==> config.mk <==
export PLATFORM = sky130hd
export DESIGN_NAME = hsv_palette_gradient_lookup_top
export DESIGN_NICKNAME = d
export VERILOG_FILES = /design/src/hdl/hpgl_pkg.sv /design/src/hdl/hpgl_front.sv /design/src/hdl/hpgl_queue.sv /design/src/hdl/hpgl_back.sv /design/src/hdl/hsv_palette_gradient_lookup_top.sv
export SDC_FILE = /design/constraint.sdc
export NUM_CORES = 2
export LEC_CHECK = 0
export BUFFER_PORTS_ARGS = -buffer_cell sky130_fd_sc_hd__buf_2
export CAP_MARGIN = 20
export CORE_MARGIN = 10
export CORE_UTILIZATION = 59
export CTS_CLUSTER_DIAMETER = 200
export DETAILED_ROUTE_END_ITERATION = 7
export PLACE_DENSITY = 0.89
export SLEW_MARGIN = 10
export SYNTH_ARGS = -nofsm -noshare
export SYNTH_HDL_FRONTEND = slang
export SYNTH_SLANG_ARGS = --single-unit
==> constraint.sdc <==
create_clock -name clk -period 11.9 [get_ports clk]
set_clock_uncertainty 0.05 [all_clocks]
set_input_delay 2.38 -clock clk [delete_from_list [all_inputs] [get_ports clk]]
set_output_delay 2.38 -clock clk [all_outputs]
set_load 0.01 [all_outputs]
==> src/hdl/hpgl_pkg.sv <==
// Shared types and constants of the HSV palette gradient lookup.
// Used by every module of the block; depends on nothing else.
`default_nettype none

package hpgl_pkg;

	localparam int COUNT_W      = 5;
	localparam int POS_W        = 24;
	localparam int IDX_W        = 4;
	localparam int HUE_W        = 16;
	localparam int CH_W         = 8;
	localparam int FRAC_W       = 16;
	localparam int MIR_W        = FRAC_W + 1;
	localparam int QUEUE_DEPTH  = 2;
	localparam int STORE_LIMIT  = 16;

	localparam logic REQ_LOOKUP = 1'b0;
	localparam logic REQ_WRITE  = 1'b1;

	typedef struct packed {
		logic              req_type;
		logic [POS_W-1:0]  position;
		logic [IDX_W-1:0]  entry_index;
		logic [HUE_W-1:0]  entry_hue;
		logic [CH_W-1:0]   entry_sat;
		logic [CH_W-1:0]   entry_val;
	} hpgl_req_t;

	typedef struct packed {
		logic [HUE_W-1:0] color_hue;
		logic [CH_W-1:0]  color_sat;
		logic [CH_W-1:0]  color_val;
	} hpgl_color_t;

	typedef struct packed {
		logic [HUE_W-1:0] hue;
		logic [CH_W-1:0]  sat;
		logic [CH_W-1:0]  val;
	} hpgl_entry_t;

	typedef enum logic [1:0] {
		KIND_LOOKUP = 2'd0,
		KIND_WRITE  = 2'd1,
		KIND_BLACK  = 2'd2
	} hpgl_kind_t;

	// One classified item as it waits between the front and the back.
	typedef struct packed {
		hpgl_kind_t         kind;
		logic [COUNT_W-1:0] count;
		logic [MIR_W-1:0]   frac;
		logic [IDX_W-1:0]   entry_index;
		hpgl_entry_t        entry;
	} hpgl_qitem_t;

endpackage

`default_nettype wire

==> src/hdl/hpgl_front.sv <==
// Front of the palette lookup: holds the entry count register, accepts items
// and classifies them for the queue. Depends on hpgl_pkg.
`default_nettype none

module hpgl_front #(
	parameter int MAX_ENTRIES = 16
) (
	input  wire logic                            clk,
	input  wire logic                            arst_n,
	input  wire logic                            cfg_valid,
	output logic                                 cfg_ready,
	input  wire logic [hpgl_pkg::COUNT_W-1:0]    cfg_data,
	input  wire logic                            in_valid,
	output logic                                 in_ready,
	input  wire hpgl_pkg::hpgl_req_t             in_data,
	output logic                                 q_push,
	output hpgl_pkg::hpgl_qitem_t                q_item,
	input  wire logic                            q_full
);
	import hpgl_pkg::*;

	logic [COUNT_W-1:0] entry_count_q;
	logic [COUNT_W-1:0] count_eff;
	logic [FRAC_W-1:0]  frac_raw;

	assign cfg_ready = 1'b1;

	always_ff @(posedge clk or negedge arst_n) begin
		if (!arst_n) begin
			entry_count_q <= '0;
		end else if (cfg_valid && cfg_ready) begin
			entry_count_q <= cfg_data;
		end
	end

	assign in_ready = !q_full;
	assign q_push   = in_valid && in_ready;

	always_comb begin
		if (32'(entry_count_q) > MAX_ENTRIES) begin
			count_eff = COUNT_W'(MAX_ENTRIES);
		end else begin
			count_eff = entry_count_q;
		end
	end

	assign frac_raw = in_data.position[FRAC_W-1:0];

	always_comb begin
		q_item.count       = count_eff;
		q_item.entry_index = in_data.entry_index;
		q_item.entry.hue   = in_data.entry_hue;
		q_item.entry.sat   = in_data.entry_sat;
		q_item.entry.val   = in_data.entry_val;
		// An odd integer part runs the gradient backward.
		if (in_data.position[FRAC_W]) begin
			q_item.frac = MIR_W'(1 << FRAC_W) - {1'b0, frac_raw};
		end else begin
			q_item.frac = {1'b0, frac_raw};
		end
		if (in_data.req_type == REQ_WRITE) begin
			q_item.kind = KIND_WRITE;
		end else if (count_eff == '0) begin
			q_item.kind = KIND_BLACK;
		end else begin
			q_item.kind = KIND_LOOKUP;
		end
	end

endmodule

`default_nettype wire

==> src/hdl/hpgl_queue.sv <==
// Short queue between the front and the back of the palette lookup.
// Depends on hpgl_pkg.
`default_nettype none

module hpgl_queue (
	input  wire logic                   clk,
	input  wire logic                   arst_n,
	input  wire logic                   push,
	input  wire hpgl_pkg::hpgl_qitem_t  push_item,
	output logic                        full,
	input  wire logic                   pop,
	output hpgl_pkg::hpgl_qitem_t       head,
	output logic                        empty
);
	import hpgl_pkg::*;

	localparam int PTR_W = $clog2(QUEUE_DEPTH);
	localparam int CNT_W = $clog2(QUEUE_DEPTH + 1);

	hpgl_qitem_t       slot_q [QUEUE_DEPTH];
	logic [PTR_W-1:0]  wr_ptr_q;
	logic [PTR_W-1:0]  rd_ptr_q;
	logic [CNT_W-1:0]  count_q;

	assign full  = (count_q == CNT_W'(QUEUE_DEPTH));
	assign empty = (count_q == '0);
	assign head  = slot_q[rd_ptr_q];

	always_ff @(posedge clk) begin
		if (push) begin
			slot_q[wr_ptr_q] <= push_item;
		end
	end

	always_ff @(posedge clk or negedge arst_n) begin
		if (!arst_n) begin
			wr_ptr_q <= '0;
			rd_ptr_q <= '0;
			count_q  <= '0;
		end else begin
			if (push) begin
				wr_ptr_q <= (wr_ptr_q == PTR_W'(QUEUE_DEPTH - 1)) ? '0 : wr_ptr_q + 1'b1;
			end
			if (pop) begin
				rd_ptr_q <= (rd_ptr_q == PTR_W'(QUEUE_DEPTH - 1)) ? '0 : rd_ptr_q + 1'b1;
			end
			if (push && !pop) begin
				count_q <= count_q + 1'b1;
			end else if (pop && !push) begin
				count_q <= count_q - 1'b1;
			end
		end
	end

endmodule

`default_nettype wire

==> src/hdl/hpgl_back.sv <==
// Back of the palette lookup: palette memory, index scaling and the hue,
// saturation and value blends, ending in the output register. Depends on hpgl_pkg.
`default_nettype none

module hpgl_back #(
	parameter int DEPTH = 16
) (
	input  wire logic                   clk,
	input  wire logic                   arst_n,
	input  wire hpgl_pkg::hpgl_qitem_t  q_head,
	input  wire logic                   q_empty,
	output logic                        q_pop,
	output logic                        out_valid,
	input  wire logic                   out_ready,
	output hpgl_pkg::hpgl_color_t       out_data
);
	import hpgl_pkg::*;

	localparam int AW    = $clog2(DEPTH);
	localparam int P_W   = MIR_W + COUNT_W;
	localparam int SA_W  = CH_W + MIR_W;
	localparam int SB_W  = CH_W + FRAC_W;
	localparam int SUM_W = SA_W + 1;
	localparam int HP_W  = 2 * HUE_W;
	localparam int HN_W  = HP_W + 2;

	hpgl_entry_t mem [DEPTH];

	logic                adv;
	logic                wr_en;
	logic [P_W-1:0]      p_raw;
	logic [P_W-1:0]      p_lim;
	logic [P_W-1:0]      p_clamped;
	logic [COUNT_W-1:0]  idx_b0;
	logic [COUNT_W:0]    nxt_inc;
	logic [COUNT_W-1:0]  nxt_b0;

	logic                vld_s1;
	logic                black_s1;
	logic [COUNT_W-1:0]  idx_s1;
	logic [COUNT_W-1:0]  nxt_s1;
	logic [FRAC_W-1:0]   w_s1;

	logic                vld_s2;
	logic                black_s2;
	hpgl_entry_t         e0_s2;
	hpgl_entry_t         e1_s2;
	logic [FRAC_W-1:0]   w_s2;
	logic [MIR_W-1:0]    wn_b2;
	logic [HUE_W-1:0]    db_b2;

	logic                vld_s3;
	logic                black_s3;
	logic [HUE_W-1:0]    h0_s3;
	logic [MIR_W-1:0]    wn_s3;
	logic [HP_W-1:0]     prod_h_s3;
	logic [SA_W-1:0]     pa_sat_s3;
	logic [SB_W-1:0]     pb_sat_s3;
	logic [SA_W-1:0]     pa_val_s3;
	logic [SB_W-1:0]     pb_val_s3;

	logic [HN_W-1:0]     hnum_b3;
	logic [SUM_W-1:0]    sat_sum_b3;
	logic [SUM_W-1:0]    val_sum_b3;
	hpgl_color_t         color_b3;

	logic                out_valid_q;
	hpgl_color_t         out_data_q;

	// The whole back moves together; it only holds while a result waits.
	assign adv   = !out_valid_q || out_ready;
	assign q_pop = !q_empty && adv;
	assign wr_en = q_pop && (q_head.kind == KIND_WRITE)
		&& (32'(q_head.entry_index) < DEPTH);

	// Scale the mirrored fraction by the count. Only a fully mirrored fraction
	// reaches the end, and it is pulled back onto the last entry.
	always_comb begin
		p_raw = P_W'(q_head.frac) * P_W'(q_head.count);
		p_lim = P_W'(q_head.count) << FRAC_W;
		if (p_raw >= p_lim) begin
			p_clamped = p_lim - 1'b1;
		end else begin
			p_clamped = p_raw;
		end
		idx_b0  = p_clamped[FRAC_W +: COUNT_W];
		nxt_inc = {1'b0, idx_b0} + 1'b1;
		if (nxt_inc >= {1'b0, q_head.count}) begin
			nxt_b0 = '0;
		end else begin
			nxt_b0 = nxt_inc[COUNT_W-1:0];
		end
	end

	// A write lands at the edge where it leaves the queue, so every lookup
	// behind it reads the new entry.
	always_ff @(posedge clk) begin
		if (wr_en) begin
			mem[q_head.entry_index[AW-1:0]] <= q_head.entry;
		end
	end

	always_ff @(posedge clk or negedge arst_n) begin
		if (!arst_n) begin
			vld_s1      <= 1'b0;
			vld_s2      <= 1'b0;
			vld_s3      <= 1'b0;
			out_valid_q <= 1'b0;
		end else if (adv) begin
			if (q_pop) begin
				case (q_head.kind)
					KIND_LOOKUP: vld_s1 <= 1'b1;
					KIND_BLACK:  vld_s1 <= 1'b1;
					KIND_WRITE:  vld_s1 <= 1'b0;
					default:     vld_s1 <= 1'b0;
				endcase
			end else begin
				vld_s1  <= 1'b0;
			end
			vld_s2      <= vld_s1;
			vld_s3      <= vld_s2;
			out_valid_q <= vld_s3;
		end
	end

	always_ff @(posedge clk) begin
		if (adv) begin
			black_s1   <= (q_head.kind == KIND_BLACK);
			idx_s1     <= idx_b0;
			nxt_s1     <= nxt_b0;
			w_s1       <= p_clamped[FRAC_W-1:0];

			black_s2   <= black_s1;
			e0_s2      <= mem[idx_s1[AW-1:0]];
			e1_s2      <= mem[nxt_s1[AW-1:0]];
			w_s2       <= w_s1;

			black_s3   <= black_s2;
			h0_s3      <= e0_s2.hue;
			wn_s3      <= wn_b2;
			prod_h_s3  <= HP_W'(db_b2) * HP_W'(w_s2);
			pa_sat_s3  <= SA_W'(e0_s2.sat) * SA_W'(wn_b2);
			pb_sat_s3  <= SB_W'(e1_s2.sat) * SB_W'(w_s2);
			pa_val_s3  <= SA_W'(e0_s2.val) * SA_W'(wn_b2);
			pb_val_s3  <= SB_W'(e1_s2.val) * SB_W'(w_s2);

			out_data_q <= color_b3;
		end
	end

	// Hue difference biased by half a turn, so the blend takes the short arc
	// and an exact half turn goes downward.
	assign wn_b2 = MIR_W'(1 << FRAC_W) - {1'b0, w_s2};
	assign db_b2 = (e1_s2.hue - e0_s2.hue) ^ HUE_W'(1 << (HUE_W - 1));

	always_comb begin
		hnum_b3    = HN_W'(prod_h_s3) + (HN_W'(wn_s3) << (FRAC_W - 1))
			+ HN_W'(1 << (FRAC_W - 1));
		sat_sum_b3 = SUM_W'(pa_sat_s3) + SUM_W'(pb_sat_s3) + SUM_W'(1 << (FRAC_W - 1));
		val_sum_b3 = SUM_W'(pa_val_s3) + SUM_W'(pb_val_s3) + SUM_W'(1 << (FRAC_W - 1));
		if (black_s3) begin
			color_b3 = '0;
		end else begin
			color_b3.color_hue = h0_s3 + hnum_b3[FRAC_W +: HUE_W]
				+ HUE_W'(1 << (HUE_W - 1));
			color_b3.color_sat = sat_sum_b3[FRAC_W +: CH_W];
			color_b3.color_val = val_sum_b3[FRAC_W +: CH_W];
		end
	end

	assign out_valid = out_valid_q;
	assign out_data  = out_data_q;

`ifndef SYNTH
	a_nxt_wraps: assert property (@(posedge clk) disable iff (!arst_n)
		(vld_s1 && !black_s1) |-> (nxt_s1 == '0 || nxt_s1 == idx_s1 + 1'b1))
		else $error("next entry is neither the following entry nor entry zero");

	a_stall_holds: assert property (@(posedge clk) disable iff (!arst_n)
		(vld_s1 && !adv) |=> (vld_s1 && $stable(idx_s1) && $stable(w_s1)))
		else $error("stage one changed while the back was stalled");

	a_out_from_s3: assert property (@(posedge clk) disable iff (!arst_n)
		$rose(out_valid_q) |-> $past(vld_s3))
		else $error("result appeared without an item in the last blend stage");

	a_no_pop_empty: assert property (@(posedge clk) disable iff (!arst_n)
		(q_empty && adv) |=> !vld_s1)
		else $error("stage one filled from an empty queue");
`endif

endmodule

`default_nettype wire

==> src/hdl/hsv_palette_gradient_lookup_top.sv <==
// HSV palette gradient lookup, top level: front, queue and back.
// Depends on hpgl_pkg, hpgl_front, hpgl_queue and hpgl_back.
//
// Usage. Items enter on in_valid/in_ready/in_data. A write item stores one
// palette entry and gives no result; a lookup item gives one result on
// out_valid/out_ready/out_data, in the order the items were taken. The entry
// count is written on cfg_valid/cfg_ready/cfg_data, which is always ready;
// write it only while no item is in flight.
// A lookup passes the queue with index scaling, the palette read, the blend
// products and the blend sums into the output register. Throughput is one
// item per cycle while the receiver takes results, set by the single write
// and two read ports of the palette memory, which serve one item each
// cycle. When the receiver stalls, the back holds as a whole; the two-entry
// queue keeps accepting until it is full, and then in_ready drops.
// Reset clears the entry count to zero (lookups then give black) and empties
// the pipeline; palette entries hold no defined value until written.
`default_nettype none

module hsv_palette_gradient_lookup_top #(
	parameter int MAX_ENTRIES = 16
) (
	input  wire logic                          clk,
	input  wire logic                          arst_n,
	input  wire logic                          cfg_valid,
	output logic                               cfg_ready,
	input  wire logic [hpgl_pkg::COUNT_W-1:0]  cfg_data,
	input  wire logic                          in_valid,
	output logic                               in_ready,
	input  wire hpgl_pkg::hpgl_req_t           in_data,
	output logic                               out_valid,
	input  wire logic                          out_ready,
	output hpgl_pkg::hpgl_color_t              out_data
);
	import hpgl_pkg::*;

	// Write indexes are four bits wide, so no more entries can be filled.
	localparam int DEPTH = (MAX_ENTRIES > STORE_LIMIT) ? STORE_LIMIT : MAX_ENTRIES;

	logic        q_push;
	logic        q_full;
	logic        q_pop;
	logic        q_empty;
	hpgl_qitem_t q_in;
	hpgl_qitem_t q_head;

	hpgl_front #(
		.MAX_ENTRIES (MAX_ENTRIES)
	) u_front (
		.clk       (clk),
		.arst_n    (arst_n),
		.cfg_valid (cfg_valid),
		.cfg_ready (cfg_ready),
		.cfg_data  (cfg_data),
		.in_valid  (in_valid),
		.in_ready  (in_ready),
		.in_data   (in_data),
		.q_push    (q_push),
		.q_item    (q_in),
		.q_full    (q_full)
	);

	hpgl_queue u_queue (
		.clk       (clk),
		.arst_n    (arst_n),
		.push      (q_push),
		.push_item (q_in),
		.full      (q_full),
		.pop       (q_pop),
		.head      (q_head),
		.empty     (q_empty)
	);

	hpgl_back #(
		.DEPTH (DEPTH)
	) u_back (
		.clk       (clk),
		.arst_n    (arst_n),
		.q_head    (q_head),
		.q_empty   (q_empty),
		.q_pop     (q_pop),
		.out_valid (out_valid),
		.out_ready (out_ready),
		.out_data  (out_data)
	);

endmodule

`default_nettype wire

==> results.md <==
- Post-synthesis sequential area ratio: 40.69%
- Port bufs: 97
- Mapped Cells: 5308
- Max-slew violation count: 0
- Ratio of cells with drive above 1 in the final layout: 14.05%
- CTS root buf: clkbuf_16
- Yosys reg bits: 930
- Clk buf depth: 3
- CP arrival: 11.67 ns
- Placer Congestion: 0.8942
- Synth-to-Final Area Change: 7.808%
- Worst skew pair latency: 0.71 ns
- Drt initial violations: 5573
- Gr ovfl total: 0
- Max FO, Critical Path: 50
- CP max-delay cell: and3_1
- Worst Setup Path Type: reg2reg
- TritonCTS clock tree: built
- Area share of the largest cell type after synthesis: 40.22%
- Postcts setup bufs: 0
- Critical Path End: u_back.nxt_s1[0]$_SDFFCE_PP0N_
- Number of synthesized flops with an enable pin: 917
- Mapped cell area: 68470 um2
- Beginning of the worst register-to-register path: u_queue.rd_ptr_q$_DFFE_PN0P_
- Hold Fails Final Rpt: 0
- Maximum Capacitance Violations: 0
- Register-to-Register Setup Slack: 0.71 ns
- Vias per cell: 6.618
- Setup crit end kind: register
- Achievable Freq: 0.08939 GHz
- Hold crit path type: reg2reg
- CP Launch Point: u_queue.rd_ptr_q$_DFFE_PN0P_
- H-tree Lvls: 3
- Setup crit start kind: register
- CTS resizes: 0
- DRT Wirelength: 183800 um
- Antenna-violating nets left: 0
- Largest net degree at the start of global routing: 81
- Initial Util: 59.64%
- Die H: 360.7 um
- Core Rows: 124
- Initial antenna violation count: 9
- Worst Path Required: 12.38 ns
- DP HPWL: 117500 um
- Max incr delay on CP: 0.96 ns
- Outcome: finished with violations
- Global Route Usage Sum: 28.22%
- CORE AREA: 114800 um2
- RSZ-0062 raised after global routing: false
- DR pass1 iterations: 8
- First-pass GRT wire length: 285000 um
- Clock sinks: 930
- Worst-margin pin slew: 1.185 ns
- Vias in the first global route: 48994
- Hold_buf cts: 0
- Endpoint of the worst register-to-register path: u_back.nxt_s1[0]$_SDFFCE_PP0N_
- Hold_sp: u_back.w_s1[1]$_SDFFCE_PN1N_
- DR DRC count: 19
- YS warnings: 0
- Yosys top cell by area: edfxtp_1
- Max_slew headroom: 20.60%
- CTS clk-pin slew, worst paths: 0.07 ns
- Synth Net Count: 6446
- Fin crit share: 94.00%
- Setup TNS: 0 ns
- Die area: 130100 um2
- Area contributors post-synth: edfxtp_1, fa_1, mux4_2
- Violated checks: DRC
- Total CTS buffers: 93
- Period minus WS final: 11.19 ns
- Final setup fails: 0
- IO Pins: 106
- Yosys cell types: 84
- Placed cell area: 70740 um2
- Finished Cell Area: 73810 um2
- DR vias: 45827
- Syn avg cell area: 12.90 um2
- Wirelength per Cell: 26.54 um
- Main synth FF type: edfxtp_1
- Die X: 360.7 um
- Post-synth ARST share: 1.398%
- Reg2Reg Depth: 34
- Fin nets: 6473
## cell type report
type / instances / area, um2
tap: 1512 / 1892
clock buffer: 109 / 2407
timing repair buffer: 186 / 1151
antenna: 2 / 5.005
sequential: 930 / 27870
fill: 7573 / 41000
inverter: 662 / 2485
multi-input combinational: 3462 / 37340
clock inverter: 62 / 666.9
## cell families after synthesis
logic type      Yosys count  share of synthesized area, %
compound gates          387                         3.783
xor+xnor                210                         2.686
fa+ha+maj              1067                         25.93
buf+inv                 916                         5.045
flops                   930                         40.69
mux                     388                         11.60
other cells               1                      0.005477
simple gates           1409                         10.25
## flip-flops by register name (all words and copies together), names as in the netlist, 2 cells and up
register	count
u_back.e0_s2	32
u_back.idx_s1	4
u_queue.count_q	2
u_back.e1_s2	32
u_back.mem	512
u_back.h0_s3	16
u_back.pb_val_s3	24
u_back.nxt_s1	4
u_front.entry_count_q	5
u_back.out_data	32
u_back.pa_val_s3	24
u_back.w_s1	16
u_back.pb_sat_s3	24
u_back.wn_s3	17
u_back.w_s2	16
u_queue.slot_q	120
u_back.pa_sat_s3	24
u_back.prod_h_s3	17
## layer usage
layer / global-route usage [%] / vias to the layer above / wire length, um
li1: - / 18568 / -
met4: 17.21 / 10 / 13830
met2: 47.25 / 3605 / 89000
met1: 32.57 / 22528 / 59870
met5: 0 / - / 64
met3: 7.163 / 1116 / 21010
## synth_stat cells, drive strengths merged, types with 49 or more instances
library cell / count
a21oi: 112
and2: 318
nor2b: 52
mux4: 320
nor2: 193
xor2: 68
o21ai: 64
buf: 56
clkbuf: 198
edfxtp: 917
fa: 587
inv: 662
a21o: 49
ha: 480
xnor2: 142
nand2: 529
## critical path: cells and delay by family (launching register included)
family | cells | cell delay (ns)
AO/OA/AOI/OAI | 12 | 3.65
adder cells (fa/ha/maj) | 6 | 2.42
AND/OR/NAND/NOR | 8 | 1.91
buffers and inverters | 6 | 1.38
multiplexers | 2 | 0.86
flip-flops | 1 | 0.73
## layout by cell type (no fill, tap or decap), types with 19 or more instances in the layout
cell type	n
buf_4	88
fa_1	587
mux4_2	320
clkbuf_16	93
o21ai_0	60
xor2_1	67
ha_1	480
xnor2_1	138
or2_2	31
nand2_1	529
nor2_1	176
nor2b_1	52
and2_1	318
mux2_2	42
and3_1	28
inv_1	662
or4_1	19
mux2i_1	22
a31oi_1	28
nand3_1	38
nor3_1	41
buf_2	98
a21oi_1	109
nand2b_1	47
a21o_1	49
nand4_1	48
edfxtp_1	917
clkinv_1	21
## metrics by stage
stage               hold WS [ns]  utilization [%]  setup slack, ns  cells
floorplan                 0.3503                -            2.312   5308
global placement          0.3524            61.61            2.206   6751
detailed placement        0.3545            61.61            1.749   6752
CTS                       0.3645            64.29            1.125   6923
global route              0.3687            64.29           0.4183   6923
finish                    0.3695            64.29           0.7134   6925
## worst min-delay path by stage
stage | end | slack (ns) | cells after the start
after floorplan | u_back.black_s2$_DFFE_PN_ | 0.35 | 0
after global placement | u_back.w_s2[6]$_DFFE_PN_ | 0.35 | 0
after detailed placement | u_back.w_s2[11]$_DFFE_PN_ | 0.35 | 0
after CTS | u_back.w_s2[9]$_DFFE_PN_ | 0.36 | 0
after global routing | u_back.w_s2[6]$_DFFE_PN_ | 0.37 | 0
final | u_back.w_s2[1]$_DFFE_PN_ | 0.37 | 0
Power is left out: the tool's default activity adds up to more than one toggle a clock period on the data nets, which glitch-free logic cannot reach.
